[src/teet_ram.sv]
`default_nettype none

module teet_ram #(
    parameter int WIDTH = 8,
    parameter int DEPTH = 16
) (
    input  wire logic                     clk,
    input  wire logic                     wr_en,
    input  wire logic [$clog2(DEPTH)-1:0] wr_addr,
    input  wire logic [WIDTH-1:0]         wr_data,
    input  wire logic                     rd_en,
    input  wire logic [$clog2(DEPTH)-1:0] rd_addr,
    output logic      [WIDTH-1:0]         rd_data
);

    logic [WIDTH-1:0] mem [DEPTH];

    // One write port, one registered read port; read data holds between reads.
    always_ff @(posedge clk)
    begin
        if (wr_en)
        begin
            mem[wr_addr] <= wr_data;
        end
        if (rd_en)
        begin
            rd_data <= mem[rd_addr];
        end
    end

endmodule

`default_nettype wire
[config.mk]
export PLATFORM = sky130hd
export DESIGN_NAME = teet_ram
export DESIGN_NICKNAME = d
export VERILOG_FILES = /design/src/teet_ram.sv
export SDC_FILE = /design/constraint.sdc
export NUM_CORES = 1
export LEC_CHECK = 0
export BUFFER_PORTS_ARGS = -buffer_cell sky130_fd_sc_hd__buf_2
export CORE_MARGIN = 2
export CORE_UTILIZATION = 60
export CTS_BUF_LIST = sky130_fd_sc_hd__clkbuf_2
export CTS_CLUSTER_SIZE = 25
export DETAILED_ROUTE_END_ITERATION = 8
export GPL_TIMING_DRIVEN = 0
export PLACE_DENSITY = 0.78
export SETUP_SLACK_MARGIN = 0.02
export SLEW_MARGIN = 20
export SYNTH_ARGS = -nofsm -noshare
export SYNTH_HDL_FRONTEND = slang
export SYNTH_SLANG_ARGS = --single-unit
[constraint.sdc]
create_clock -name clk -period 2.16 [get_ports clk]
set_input_delay 0.324 -clock clk [delete_from_list [all_inputs] [get_ports clk]]
set_output_delay 0.324 -clock clk [all_outputs]
set_load 0.01 [all_outputs]
==> metrics.txt <==
# TYPE chip_impl_metric gauge
chip_impl_metric{name="global_route.overflow_total",unit=""} 0
chip_impl_metric{name="grt_pass1_vias",unit=""} 2470
chip_impl_info{name="ys_dominant_reg_cell",value="sky130_fd_sc_hd__edfxtp_1"} 1
chip_impl_metric{name="final_cell_area",unit="mm^2"} 0.00587
chip_impl_metric{name="dr_pass1_iterations",unit=""} 5
chip_impl_metric{name="cap_violations",unit=""} 0
chip_impl_metric{name="dpl-instance-area",unit="mm^2"} 0.00551
chip_impl_metric{name="final_antenna_net_count",unit=""} 0
chip_impl_metric{name="slew_headroom",unit="%"} 46.2
chip_impl_metric{name="fin_cells",unit=""} 401
chip_impl_metric{name="irDropWorstVdd",unit="mV"} 0.521
chip_impl_metric{name="synth.cell_area",unit="mm^2"} 0.00523
chip_impl_metric{name="final.period_utilization",unit="%"} 73.6
chip_impl_metric{name="gr-usage-all-layers",unit="%"} 21.7
chip_impl_info{name="synth.most_common_cell",value="sky130_fd_sc_hd__edfxtp_1"} 1
chip_impl_metric{name="timing.critical_path.arrival",unit="ps"} 2040
chip_impl_metric{name="timing.final.ws_setup",unit="ps"} 570
chip_impl_metric{name="setup_tns_final",unit="ps"} 0
chip_impl_metric{name="place_hpwl",unit="mm"} 6.06
chip_impl_metric{name="placement_rows",unit=""} 34
chip_impl_metric{name="design.final.nets",unit=""} 299
chip_impl_info{name="regToRegEndpoint",value="rd_data[0]"} 1
chip_impl_metric{name="start_util",unit="%"} 60.8
chip_impl_metric{name="clk_pin_slew_worst_paths",unit="ps"} 220
chip_impl_metric{name="placed_cells",unit=""} 362
chip_impl_metric{name="post-place-ws",unit="ps"} 141
chip_impl_metric{name="measured_slew_at_the_worst_slew_check_pin",unit="ps"} 802
chip_impl_metric{name="worst_skew_pair.late_latency",unit="ps"} 670
chip_impl_info{name="timing.critical_path.from_type",value="flip-flop"} 1
chip_impl_metric{name="die_area",unit="mm^2"} 0.00948
chip_impl_metric{name="crit_required",unit="ps"} 2610
chip_impl_metric{name="avgRoutedWirePerCell",unit="um"} 23.9
chip_impl_metric{name="static-leakage-power",unit="nW"} 1.95
chip_impl_metric{name="syn-instance-count",unit=""} 229
chip_impl_metric{name="cp_max_fanout",unit=""} 1
chip_impl_info{name="netlist.top_cell.by_area",value="sky130_fd_sc_hd__edfxtp_1"} 1
chip_impl_metric{name="core",unit="mm^2"} 0.00859
chip_impl_metric{name="die_h",unit="um"} 97.3
chip_impl_metric{name="rr_worst_depth",unit=""} 3
chip_impl_metric{name="areaGrowthSynthToFinish",unit="%"} 12.2
chip_impl_metric{name="fill_cells",unit=""} 526
chip_impl_metric{name="net_count_synth",unit=""} 248
chip_impl_metric{name="yosysSeqAreaShare",unit="%"} 78.1
chip_impl_info{name="r2r_start",value="mem[4][0]"} 1
chip_impl_metric{name="port_buffers",unit=""} 25
chip_impl_metric{name="timing.final.setup_violations",unit=""} 0
chip_impl_metric{name="floorplan.die.width",unit="um"} 97.3
chip_impl_info{name="synth.top_cells.by_area",value="sky130_fd_sc_hd__edfxtp_1 78%, sky130_fd_sc_hd__mux4_2 7.8%, sky130_fd_sc_hd__mux4_1 7.0%"} 1
chip_impl_metric{name="slew_violations",unit=""} 0
chip_impl_metric{name="vias",unit=""} 2538
chip_impl_metric{name="synth_edf_count",unit=""} 136
chip_impl_metric{name="reg_to_reg_setup_timing_slack",unit="ps"} 570
chip_impl_metric{name="synth_top_area_share",unit="%"} 78.1
chip_impl_metric{name="period_needed",unit="ps"} 1590
chip_impl_metric{name="grt_antenna_before_repair",unit=""} 0
chip_impl_info{name="rsz0062_at_grt",value="false"} 1
chip_impl_metric{name="initialDrtViolationCount",unit=""} 385
chip_impl_metric{name="postSynthRegisterBits",unit=""} 136
chip_impl_info{name="startpoint",value="mem[4][0]"} 1
chip_impl_metric{name="htree_levels",unit=""} 4
chip_impl_metric{name="sequential_cell_area",unit="mm^2"} 0.00408
chip_impl_metric{name="yosys_warnings",unit=""} 0
chip_impl_metric{name="cts-root-to-sink-buffers",unit=""} 2
chip_impl_metric{name="num_io_pins",unit=""} 27
chip_impl_metric{name="cts_made_buffers",unit=""} 17
chip_impl_metric{name="num_antenna_cells",unit=""} 0
chip_impl_metric{name="place_congestion",unit=""} 0.686
chip_impl_info{name="timing.critical_path.to_type",value="flip-flop"} 1
chip_impl_metric{name="total_drc_errors_in_the_routed_layout",unit=""} 0
chip_impl_metric{name="synth.distinct_cells",unit=""} 18
chip_impl_metric{name="hold_viol_final",unit=""} 0
chip_impl_metric{name="post_cts.repair.setup_buffers",unit=""} 0
chip_impl_info{name="timing.critical_path.to",value="rd_data[0]"} 1
chip_impl_metric{name="postRouteWirelength",unit="mm"} 9.57
chip_impl_info{name="min_path_type",value="input pin to flip-flop"} 1
chip_impl_info{name="cts_tree",value="yes"} 1
chip_impl_metric{name="min_path_cells",unit=""} 1
chip_impl_info{name="path_type_of_the_worst_setup_path",value="flip-flop to flip-flop"} 1
chip_impl_metric{name="cts.sinks",unit=""} 136
chip_impl_metric{name="report.power.total",unit="mW"} 4.95
chip_impl_metric{name="max_freq",unit="MHz"} 629
chip_impl_info{name="root_buffer",value="sky130_fd_sc_hd__clkbuf_2"} 1
chip_impl_metric{name="global_route_wire_length_before_repair",unit="mm"} 14.3
chip_impl_metric{name="multi_input_comb_area",unit="mm^2"} 0.00108
chip_impl_metric{name="drive_above_1_share",unit="%"} 30.7
chip_impl_metric{name="grt_max_degree",unit=""} 17
chip_impl_metric{name="postSynth.asyncResetShare",unit="%"} 0
chip_impl_metric{name="power_density",unit="mW/mm^2"} 844
chip_impl_info{name="run_status",value="finished, final reports clean"} 1
chip_impl_metric{name="fin_skew",unit="ps"} 39.5
chip_impl_info{name="synth.top_cells.by_count",value="136 x sky130_fd_sc_hd__edfxtp_1, 18 x sky130_fd_sc_hd__mux4_2, 16 x sky130_fd_sc_hd__a22oi_1, 14 x sky130_fd_sc_hd__mux4_1, 13 x sky130_fd_sc_hd__nor2_1"} 1
chip_impl_metric{name="synth_area_per_cell",unit="um^2"} 22.8
chip_impl_metric{name="route.detailed.vias_per_inst",unit=""} 6.33
==> sequential cells by signal, indices dropped and copies added, names as in the netlist <==
name     count
mem        128
rd_data      8
==> metrics by stage <==
| step | utilization (%) | hold slack [ps] |
|---|---|---|
| 2_1_floorplan | - | 423 |
| 3_3_place_gp | 63.9 | 659 |
| 3_5_place_dp | 64.1 | 682 |
| 4_1_cts | 68.1 | 3.81 |
| 5_1_grt | 68.3 | 12.3 |
| 6_report | 68.3 | 43.3 |
==> critical path, stage by stage (launching register included) <==
cell	delay, ps
sky130_fd_sc_hd__edfxtp_1	410
sky130_fd_sc_hd__mux4_1	560
sky130_fd_sc_hd__a22oi_1	280
sky130_fd_sc_hd__nand2_1	140
==> cell families (layout without fill, tap and decap cells) <==
kind of cell    count (synthesis)  count (layout)  synth area share [%]
simple gates                   35              35                  3.14
mux                            32              32                  14.8
flops                         136             136                  78.1
compound gates                 16              16                  2.30
buf+inv                        10              74                  1.65
==> power breakdown <==
group	switching, mW	total [mW]	internal, mW
Clock	0.912	1.68	0.766
Sequential	0.0131	2.98	2.97
Combinational	0.170	0.293	0.123
Total	1.10	4.95	3.86
==> worst min-delay path by stage <==
stage,startpoint,endpoint,slack [ps]
2_1_floorplan,wr_data[0],mem[0][0],420
3_3_place_gp,rd_en,rd_data[1],660
3_5_place_dp,rd_en,rd_data[5],680
4_1_cts,wr_data[7],mem[0][7],4
5_1_grt,wr_data[4],mem[8][4],10
6_report,wr_data[4],mem[1][4],40
==> final cells by class <==
class | instances | area share (%)
Clock inverter | 15 | 3.46
Buffer | 10 | 1.47
Timing Repair Buffer | 32 | 3.33
Clock buffer | 17 | 1.45
Sequential cell | 136 | 69.6
Multi-Input combinational cell | 83 | 18.4
Tap cell | 108 | 2.30
==> routing by layer <==
layer,GRT usage [%],wire (um)
met1,32.3,3930
met4,7.80,197
met2,32.2,4670
met5,0,0
met3,5.32,767
==> placed cells by master, fill, tap and decap left out, types with 3 or more instances in the layout <==
master                              n
sky130_fd_sc_hd__a22oi_1           16
sky130_fd_sc_hd__buf_2             28
sky130_fd_sc_hd__buf_6              3
sky130_fd_sc_hd__bufinv_16          4
sky130_fd_sc_hd__clkbuf_2          17
sky130_fd_sc_hd__clkdlybuf4s25_2    3
sky130_fd_sc_hd__clkinv_2           3
sky130_fd_sc_hd__clkinv_4           5
sky130_fd_sc_hd__dlygate4sd3_1      7
sky130_fd_sc_hd__edfxtp_1         136
sky130_fd_sc_hd__mux4_1            14
sky130_fd_sc_hd__mux4_2            18
sky130_fd_sc_hd__nand2_1            9
sky130_fd_sc_hd__nor2_1            13
sky130_fd_sc_hd__nor3_2             4
==> what timing repair did <==
item,CTS,global route
hold endpoints to repair,28,4
gates resized for setup,0,0
hold buffers,6,1
Note: power is estimated with default switching activity, not from simulation.
